$ cat src/bcpd_pkg.sv
// ----------------------------------------------------------------------------
// bcpd_pkg
// Types and constants shared by the button click / press detector.
// ----------------------------------------------------------------------------
package bcpd_pkg;

  localparam logic [2:0] EV_NONE     = 3'd0;
  localparam logic [2:0] EV_CLICK    = 3'd1;
  localparam logic [2:0] EV_DOUBLE   = 3'd2;
  localparam logic [2:0] EV_MULTI    = 3'd3;
  localparam logic [2:0] EV_PRESS    = 3'd4;
  localparam logic [2:0] EV_LONG     = 3'd5;
  localparam logic [2:0] EV_LONG_REL = 3'd6;

  localparam logic [2:0] CFG_ENABLE        = 3'd0;
  localparam logic [2:0] CFG_ACTIVE_LEVEL  = 3'd1;
  localparam logic [2:0] CFG_DEBOUNCE_MS   = 3'd2;
  localparam logic [2:0] CFG_END_GAP_MS    = 3'd3;
  localparam logic [2:0] CFG_PRESS_MS      = 3'd4;
  localparam logic [2:0] CFG_LONG_PRESS_MS = 3'd5;

  localparam logic [15:0] DEBOUNCE_MS_RST   = 16'd50;
  localparam logic [15:0] END_GAP_MS_RST    = 16'd600;
  localparam logic [15:0] PRESS_MS_RST      = 16'd1000;
  localparam logic [15:0] LONG_PRESS_MS_RST = 16'd5000;

  typedef struct packed {
    logic        level;
    logic [31:0] now_ms;
  } in_t;

  typedef struct packed {
    logic [2:0]  event_res;
    logic        cur_level;
    logic [15:0] click_count;
    logic [31:0] active_ms;
    logic [31:0] inactive_ms;
  } out_t;

  typedef struct packed {
    logic        enable;
    logic        active_level;
    logic [15:0] debounce_ms;
    logic [15:0] end_gap_ms;
    logic [15:0] press_ms;
    logic [15:0] long_press_ms;
  } cfg_t;

  typedef struct packed {
    logic        raw_prev_level;
    logic [31:0] stable_start_ms;
    logic        qualified_level;
    logic [15:0] running_clicks;
    logic [15:0] latched_clicks;
    logic [2:0]  pending_event;
    logic [31:0] last_active_ms;
    logic [31:0] last_inactive_ms;
  } state_t;

endpackage

$ cat src/button_click_press_detector.sv
// An accepted sample is held in the input register, and its result is registered at out_data.
// Throughput: one sample per cycle unless out_stall holds the result; the detector state updates in the
// single compute stage between the input register and the result register.
// Reset (rst, synchronous, active high) clears both pipeline stages, loads the
// configuration defaults and returns the detector state to released/idle.
// ----------------------------------------------------------------------------
// button_click_press_detector
// Debounced button sampler that reports clicks, double / multi clicks,
// press, long press and long-press release.
// ----------------------------------------------------------------------------
module button_click_press_detector (
  input  logic           clk,
  input  logic           rst,
  input  logic           in_valid,
  output logic           in_stall,
  input  bcpd_pkg::in_t  in_data,
  output logic           out_valid,
  input  logic           out_stall,
  output bcpd_pkg::out_t out_data,
  input  logic           cfg_valid,
  output logic           cfg_ready,
  input  logic [2:0]     cfg_index,
  input  logic [15:0]    cfg_data
);
  import bcpd_pkg::*;

  cfg_t   cfg;
  state_t st;
  state_t st_next;
  out_t   res;
  in_t    in_q;
  logic   in_valid_q;
  logic   advance;

  assign cfg_ready = 1'b1;
  assign advance   = in_valid_q && (!out_valid || !out_stall);
  assign in_stall  = in_valid_q && !advance;

  always_ff @(posedge clk) begin
    if (rst) begin
      cfg.enable        <= 1'b0;
      cfg.active_level  <= 1'b0;
      cfg.debounce_ms   <= DEBOUNCE_MS_RST;
      cfg.end_gap_ms    <= END_GAP_MS_RST;
      cfg.press_ms      <= PRESS_MS_RST;
      cfg.long_press_ms <= LONG_PRESS_MS_RST;
    end else if (cfg_valid && cfg_ready) begin
      case (cfg_index)
        CFG_ENABLE:        cfg.enable        <= cfg_data[0];
        CFG_ACTIVE_LEVEL:  cfg.active_level  <= cfg_data[0];
        CFG_DEBOUNCE_MS:   cfg.debounce_ms   <= cfg_data;
        CFG_END_GAP_MS:    cfg.end_gap_ms    <= cfg_data;
        CFG_PRESS_MS:      cfg.press_ms      <= cfg_data;
        CFG_LONG_PRESS_MS: cfg.long_press_ms <= cfg_data;
        default: ;
      endcase
    end
  end

  // input stage
  always_ff @(posedge clk) begin
    if (rst) begin
      in_valid_q <= 1'b0;
    end else if (!in_stall) begin
      in_valid_q <= in_valid;
    end
  end

  always_ff @(posedge clk) begin
    if (in_valid && !in_stall) begin
      in_q <= in_data;
    end
  end

  bcpd_step u_step (
    .cfg     (cfg),
    .st      (st),
    .smp     (in_q),
    .st_next (st_next),
    .res     (res)
  );

  always_ff @(posedge clk) begin
    if (rst) begin
      st.raw_prev_level   <= 1'b1;
      st.stable_start_ms  <= 32'd0;
      st.qualified_level  <= 1'b1;
      st.running_clicks   <= 16'd0;
      st.latched_clicks   <= 16'd0;
      st.pending_event    <= EV_NONE;
      st.last_active_ms   <= 32'd0;
      st.last_inactive_ms <= 32'd0;
    end else if (advance) begin
      st <= st_next;
    end
  end

  // result stage
  always_ff @(posedge clk) begin
    if (rst) begin
      out_valid <= 1'b0;
    end else if (advance) begin
      out_valid <= 1'b1;
    end else if (!out_stall) begin
      out_valid <= 1'b0;
    end
  end

  always_ff @(posedge clk) begin
    if (advance) begin
      out_data <= res;
    end
  end

`ifndef SYNTHESIS
  a_disabled_no_event: assert property (@(posedge clk) disable iff (rst)
    advance && !cfg.enable |=> out_data.event_res == EV_NONE)
    else $error("event reported while disabled");

  a_event_code_range: assert property (@(posedge clk) disable iff (rst)
    out_valid |-> out_data.event_res != 3'd7)
    else $error("undefined event code");

  a_cur_level_tracks: assert property (@(posedge clk) disable iff (rst)
    advance && cfg.enable |=> out_data.cur_level == $past(in_q.level))
    else $error("cur_level does not follow sampled level");

  a_held_input: assert property (@(posedge clk) disable iff (rst)
    in_valid_q && !advance |=> in_valid_q && $stable(in_q))
    else $error("pending sample lost while stalled");

  a_long_once: assert property (@(posedge clk) disable iff (rst)
    advance && st.pending_event == EV_LONG |=> out_data.event_res != EV_LONG)
    else $error("long press reported twice");
`endif

endmodule

$ cat src/bcpd_step.sv
// ----------------------------------------------------------------------------
// bcpd_step
// Next-state and result logic for one sample: debounce timing, click
// counting and press / long-press classification.
// ----------------------------------------------------------------------------
module bcpd_step (
  input  bcpd_pkg::cfg_t   cfg,
  input  bcpd_pkg::state_t st,
  input  bcpd_pkg::in_t    smp,
  output bcpd_pkg::state_t st_next,
  output bcpd_pkg::out_t   res
);
  import bcpd_pkg::*;

  logic [31:0] held;
  logic [31:0] start_ms;
  logic [15:0] clicks_inc;
  logic [2:0]  ev;
  logic        over_debounce;

  always_comb begin
    st_next       = st;
    ev            = EV_NONE;
    start_ms      = (smp.level != st.raw_prev_level) ? smp.now_ms : st.stable_start_ms;
    held          = smp.now_ms - start_ms;
    over_debounce = held > {16'd0, cfg.debounce_ms};
    clicks_inc    = st.running_clicks + 16'd1;

    if (cfg.enable) begin
      st_next.raw_prev_level  = smp.level;
      st_next.stable_start_ms = start_ms;
      if (smp.level == cfg.active_level) begin
        if (over_debounce) begin
          st_next.last_active_ms = held;
          if (st.qualified_level != smp.level) begin
            st_next.qualified_level = smp.level;
            st_next.running_clicks  = clicks_inc;
            if (clicks_inc == 16'd0) begin
              st_next.pending_event = EV_NONE;
            end else if (clicks_inc == 16'd1) begin
              st_next.pending_event = EV_CLICK;
            end else if (clicks_inc == 16'd2) begin
              st_next.pending_event = EV_DOUBLE;
            end else begin
              st_next.pending_event = EV_MULTI;
            end
          end else if (st.running_clicks <= 16'd1) begin
            if (held > {16'd0, cfg.press_ms} && held < {16'd0, cfg.long_press_ms}) begin
              st_next.pending_event = EV_PRESS;
            end else if (held > {16'd0, cfg.long_press_ms} && st.pending_event != EV_LONG) begin
              st_next.pending_event = EV_LONG;
              ev                    = EV_LONG;
            end
          end
        end
      end else if (over_debounce) begin
        st_next.qualified_level  = smp.level;
        st_next.last_inactive_ms = held;
        if (held > {16'd0, cfg.end_gap_ms}) begin
          st_next.latched_clicks = st.running_clicks;
          st_next.running_clicks = 16'd0;
          st_next.pending_event  = EV_NONE;
          if (st.pending_event == EV_LONG) begin
            ev = EV_LONG_REL;
          end else if (st.pending_event inside {[EV_CLICK:EV_PRESS]}) begin
            ev = st.pending_event;
          end
        end
      end
    end

    res.event_res   = ev;
    res.cur_level   = st_next.raw_prev_level;
    res.click_count = st_next.latched_clicks;
    res.active_ms   = st_next.last_active_ms;
    res.inactive_ms = st_next.last_inactive_ms;
  end

endmodule
$ cat config.mk
export PLATFORM = sky130hd
export DESIGN_NAME = button_click_press_detector
export DESIGN_NICKNAME = d
export VERILOG_FILES = /design/src/bcpd_pkg.sv /design/src/button_click_press_detector.sv /design/src/bcpd_step.sv
export SDC_FILE = /design/constraint.sdc
export NUM_CORES = 1
export LEC_CHECK = 0
export BUFFER_PORTS_ARGS = -buffer_cell sky130_fd_sc_hd__buf_2
export CAP_MARGIN = 20
export CORE_MARGIN = 1.5
export CORE_UTILIZATION = 50
export CTS_CLUSTER_SIZE = 40
export DETAILED_ROUTE_END_ITERATION = 16
export GPL_ROUTABILITY_DRIVEN = 0
export PLACE_DENSITY = 0.77
export SLEW_MARGIN = 5
export SYNTH_ARGS = -nofsm -noshare
export SYNTH_HDL_FRONTEND = slang
export SYNTH_SLANG_ARGS = --single-unit
$ cat constraint.sdc
create_clock -name clk -period 13.97 [get_ports clk]
set_input_delay 2.794 -clock clk [delete_from_list [all_inputs] [get_ports clk]]
set_output_delay 2.794 -clock clk [all_outputs]
set_load 0.01 [all_outputs]
Word level (Yosys, flattened, before mapping)
Index checks and enable logic that the tools add are counted.
Cells by class
  magnitude comparators: 8
  mux-type cells: 32
  reductions and logical operators: 24
  eq/ne operators: 16
  $add $sub $neg: 2
Operators by type and width (number)
  133-bit 2-to-1 mux: 1
  32-bit by 16-bit > comparator with 1-bit output: 4
  32-bit 2-to-1 mux: 4
  35-bit 2-to-1 mux: 2
  17-bit 2-to-1 mux: 3
  3-bit 2-to-1 mux: 17
  36-bit 2-to-1 mux: 1
  32-bit by 16-bit < comparator with 1-bit output: 1
  32-bit subtractor: 1
  16-bit by 1-bit adder with 16-bit output (second input constant): 1
  16-bit by 1-bit == test with 1-bit output (second input constant): 1
  16-bit by 2-bit == test with 1-bit output (second input constant): 1
  16-bit by 1-bit <= comparator with 1-bit output (second input constant): 1
  16-bit logical NOT: 1
  16-bit 2-to-1 mux: 1
  2-bit AND reduction: 7
  3-bit == test (second input constant): 3
  3-bit by 2-bit == test with 1-bit output (second input constant): 2
  1-bit logical AND: 6
  3-bit != test (second input constant): 2
  6-bit AND reduction: 1
  5-bit AND reduction: 1
  1-bit logical NOT: 4
  4-bit != test (second input constant): 1
  other kinds (12): 15
Word-level totals
  register bits: 318
  output and inout bits: 87
  input bits: 57
  logic and storage cells: 105

Longest topological paths before layout
  word-level depth: 12
  depth in mapped cells: 29
  gate-level depth less buffers: 24

By module
Synthesis repeated with hierarchy kept, for this count alone.
Second synthesis, totals
  cell total of the unflattened synthesis: 1976
  area total of the unflattened synthesis: 19357.3 sq um
By module, submodules not included
  button_click_press_detector: instances 1, cells each 959, area an instance 12246.7 sq um, sequential area each 7537.2 sq um
  bcpd_step: instances 1, cells each 1017, area an instance 7110.6 sq um, sequential area each 0.0 sq um

Worst setup path after synthesis
Ideal clock, no wire load.
  path type: input -> register
  start: input port out_stall
  end: register st[89] (netlist name)
  library setup time: 0.074 ns
  stages on the path: 10
  arrival: 6.582 ns
  buffers on the path: 1
  path slack: 7.314 ns
  data required time: 13.896 ns
  path through: nand2_1 nand2_1 inv_1 nand2_1 nor2_1 nand2_1 or2_2 clkbuf_1 or3_1 o21ai_0
Between the ends
  word-level cells in the longest chain between the ends: 4
RTL lines
  from (decl): line button_click_press_detector.sv:18  | input logic out_stall,
  1-bit logical NOT
  1-bit logical OR: line button_click_press_detector.sv:36  | assign advance = in_valid_q && (!out_valid || !out_stall);
  1-bit logical AND: line button_click_press_detector.sv:36
  net advance: line button_click_press_detector.sv:33  | logic advance;
  5-bit AND reduction (no line)
The timed path passes the listed nets, and every way through them passes these cells.
A chain may end at the register's enable or synchronous reset.

Worst setup path after layout
  start: register in_q[32] (netlist bit)
  end: register st[45] (netlist name)
Between the ends
  word-level cells in the longest chain between the ends: 7
  elaborated cells between the ends (all ways): 8
  classes of those cells: add/sub: 1; order compare: 1; eq/ne: 2; mux: 4
RTL lines
  from (decl): line button_click_press_detector.sv:31  | in_t in_q;
  from (signal assigned): line button_click_press_detector.sv:71  | in_q <= in_data;
  1-bit != test (*): line bcpd_step.sv:24  | start_ms = (smp.level != st.raw_prev_level) ? smp.now_ms : st.stable_start_ms;
  32-bit 2-to-1 mux (*): line bcpd_step.sv:24
  net u_step.start_ms[0]: line bcpd_step.sv:16  | logic [31:0] start_ms;
  32-bit subtractor (*): line bcpd_step.sv:25  | held = smp.now_ms - start_ms;
  32-bit by 16-bit > comparator with 1-bit output: line bcpd_step.sv:26  | over_debounce = held > {16'd0, cfg.debounce_ms};
  35-bit 2-to-1 mux (*): line bcpd_step.sv:33  | if (over_debounce) begin
  32-bit 2-to-1 mux (*): line bcpd_step.sv:32  | if (smp.level == cfg.active_level) begin
  133-bit 2-to-1 mux (*): line bcpd_step.sv:29  | if (cfg.enable) begin
Mark *: on every way through the listed nets, which the timed path passes. The rest lies on a longest branch. The select of a mux whose other input is x is not followed.

==> results.ini <==
[routing]
wl_per_cell_um = 18.3
wl_um = 42900
detail_route.vias_per_cell = 5.79
vias = 13600
drc_errors = 0
antenna_left = 0
drt-initial-drc-count = 1201
firstDrtPassIters = 5

[power_and_ir_drop]
total_leakage_power_uw = 0.00725
max-vdd-ir-drop_mv = 0.120
p_per_area_nw_per_um2 = 127

[min_path]
hold_depth = 2
hold_path_end = cfg[18]
hp-start = cfg[18]
hold_class = reg -> reg

[sta]
fin_setup_tns_ns = 0
slew_viol_final = 0
fin_worst_skew_ns = 0.0225
min_period_ns = 7.45
hold_viol = 0
rsz0062_at_grt = no
min_period_over_period_pct = 53.3
slew_headroom_pct = 28.0
worst-slew-pin-transition_ns = 1.08
clock.fmax_mhz = 134
setup_viol = 0

[worst_setup_path]
worstReg2RegEnd = st[45]
crit_type = reg -> reg
required_ns = 14.43
cp-startpoint = in_q[32]
crit_path_end_kind = register
cp-start-kind = register
cpMaxStageDelayCell = o311ai_4
crit_buf_inv = 2
regToRegStartpoint = in_q[32]
cp.arrival_ns = 7.91
critPathMaxStageDelay_ns = 0.83
rrSetupSlack_ns = 6.52
crit_fanout = 26
rr_worst_depth = 22
cp_top_family = compound AO/OA/AOI/OAI gates
path_cells = xnor2_2 -> o21ai_0 -> ha_1 -> inv_1 -> ha_1 -> a21oi_1 -> or3_1 -> and2_1 -> o21ai_0 -> xor2_1 -> ha_1 -> a21o_1 -> a21o_1 -> a21oi_1 -> o21ai_0 -> a211oi_1 -> nor2_1 -> o311ai_4 -> buf_4 -> or2_2 -> nand2_1 -> a21oi_1

[synthesis]
ys_seq_area_share_pct = 45.7
async_reset_ff_share_pct = 0
mappedNetlistArea_sq_um = 16500
yosysWarnings = 0
synth_edf_count = 117
yosysUniqueCellTypes = 79
syn-num-nets = 1915
syn_inst = 1764
synthFlopType = dfxtp_1
avgSynthCellArea_sq_um = 9.35
synth-seq-cells = 318

[floorplanning]
die_h_um = 185
io_pins = 144
rows = 66
die_w_um = 185
core_sq_um = 32500
start_util_pct = 50.7
dieArea_sq_um = 34100

[final_layout]
fill_cells = 2846
fin_nets = 2025
instances_no_fill = 2342
drive_above_1_share_pct = 16.1
n_antenna_cell = 0
multiInputGateArea_sq_um = 8240
areaGrowthSynthToFinish_pct = 13.6
regArea_sq_um = 7540

[clocking]
hold_buffers = 0
post-cts-setup-buffers = 0
cts_resized = 0
insertion_delay_ns = 0.54
cts_tree = done
clock-sinks = 318
clk_pin_slew_ns = 0.06
root_buffer = clkbuf_16
htreeDepth = 2
cts_buffer_depth = 3
cts_buffers = 35

[run]
max-cap-violations = 0

[global_routing]
antenna_found_initial = 0
grt_overflow = 0
grt_max_degree = 96
grt_pass1_vias = 12800
grt_pass1_wl_um = 67200
track_usage_pct = 25.0

[placed_design]
portBuffers = 142
dp.cells = 2276
dp_hpwl_um = 30300

[status]
status = finished, final reports clean

## metrics by stage
step	util, %	setup WS (ns)	cell area (sq um)	power, uW	hold WS [ns]
after floorplan	-	7.31	16500	1320	0.433
after global placement	53.9	7.02	17500	1470	0.438
after detailed placement	53.9	6.74	17500	1480	0.447
after CTS	57.4	6.68	18700	2380	0.455
after global routing	57.6	6.02	18700	2480	0.468
final	57.6	6.52	18700	2380	0.456
## cell type report
class | count | share of cell area (%)
multi-input cells | 1263 | 44.0
flip-flops and latches | 318 | 40.2
clock buffers | 48 | 5.23
repair buffers | 166 | 4.98
well taps | 442 | 2.95
inverters | 90 | 1.81
clock inverters | 15 | 0.828
## cells in the final DEF (no fill, tap or decap), types with 11 or more instances in the layout
cell and count:
edfxtp_1 117, buf_4 22, a21o_1 34, or3_1 11, a211oi_1 49, xnor2_1 17
buf_2 141, xor2_1 17, nand2_1 272, inv_1 88, nor2_1 146, nand3_1 27
nand4_1 19, mux2i_1 66, nor2b_1 19, clkbuf_16 36, nor3_1 28, o21a_1 16
o21ai_0 74, dfxtp_1 201, ha_1 94, o211ai_1 23, a21oi_1 136, mux2_2 44
## power by group
part	internal (uW)	switching, uW
combinational	170	304
clock	520	385
sequential	983	12.7
## worst max-delay path by stage
stage / end / slack, ns / cells past startpoint
global route: st[45] / 6.02 / 22
CTS: st[62] / 6.68 / 22
finish: st[45] / 6.52 / 22
floorplan: st[89] / 7.31 / 10
global placement: st[36] / 7.02 / 22
detailed placement: st[32] / 6.74 / 22
## cells in the mapped netlist, drive strengths merged (52+ instances only)
master / n / area (sq um)
a211oi: 52 / 405
a21oi: 138 / 698
clkbuf: 67 / 251
dfxtp: 201 / 4020
edfxtp: 117 / 3510
ha: 94 / 1180
inv: 89 / 334
mux2: 52 / 616
mux2i: 66 / 661
nand2: 272 / 1020
nor2: 149 / 572
o21ai: 80 / 400
## per-layer routing
layer	up-vias	global-route usage (%)	part of all wire [%]
met5	-	0	0
met4	0	12.8	5.1
met3	128	4.21	7.1
met2	540	39.9	45
met1	6378	32.8	43
li1	6507	-	-
## worst register-to-register path, delay by kind of cell, from the launching register on
family | cells | cell delay [ns]
buffers and inverters | 2 | 0.56
AND/OR/NAND/NOR | 5 | 1.52
adder cells (fa/ha/maj) | 3 | 0.81
XOR/XNOR | 2 | 1.42
AO/OA/AOI/OAI | 10 | 2.44
flip-flops | 1 | 0.64
## sequential cells by signal (all words and copies together) (netlist names)
name	cells
in_valid_q	1
cfg	66
in_q	33
out_data	84
out_valid	1
st	133
## kinds of logic after synthesis
group / synth area share [%]
XOR/XNOR: 2.00
multiplexers: 7.74
AO/OA/AOI/OAI: 16.3
other: 0.0227
buffers and inverters: 4.58
AND/OR/NAND/NOR: 16.4
adder cells (fa/ha/maj): 7.19
flip-flops: 45.7
(Power assumes the default switching activity.)
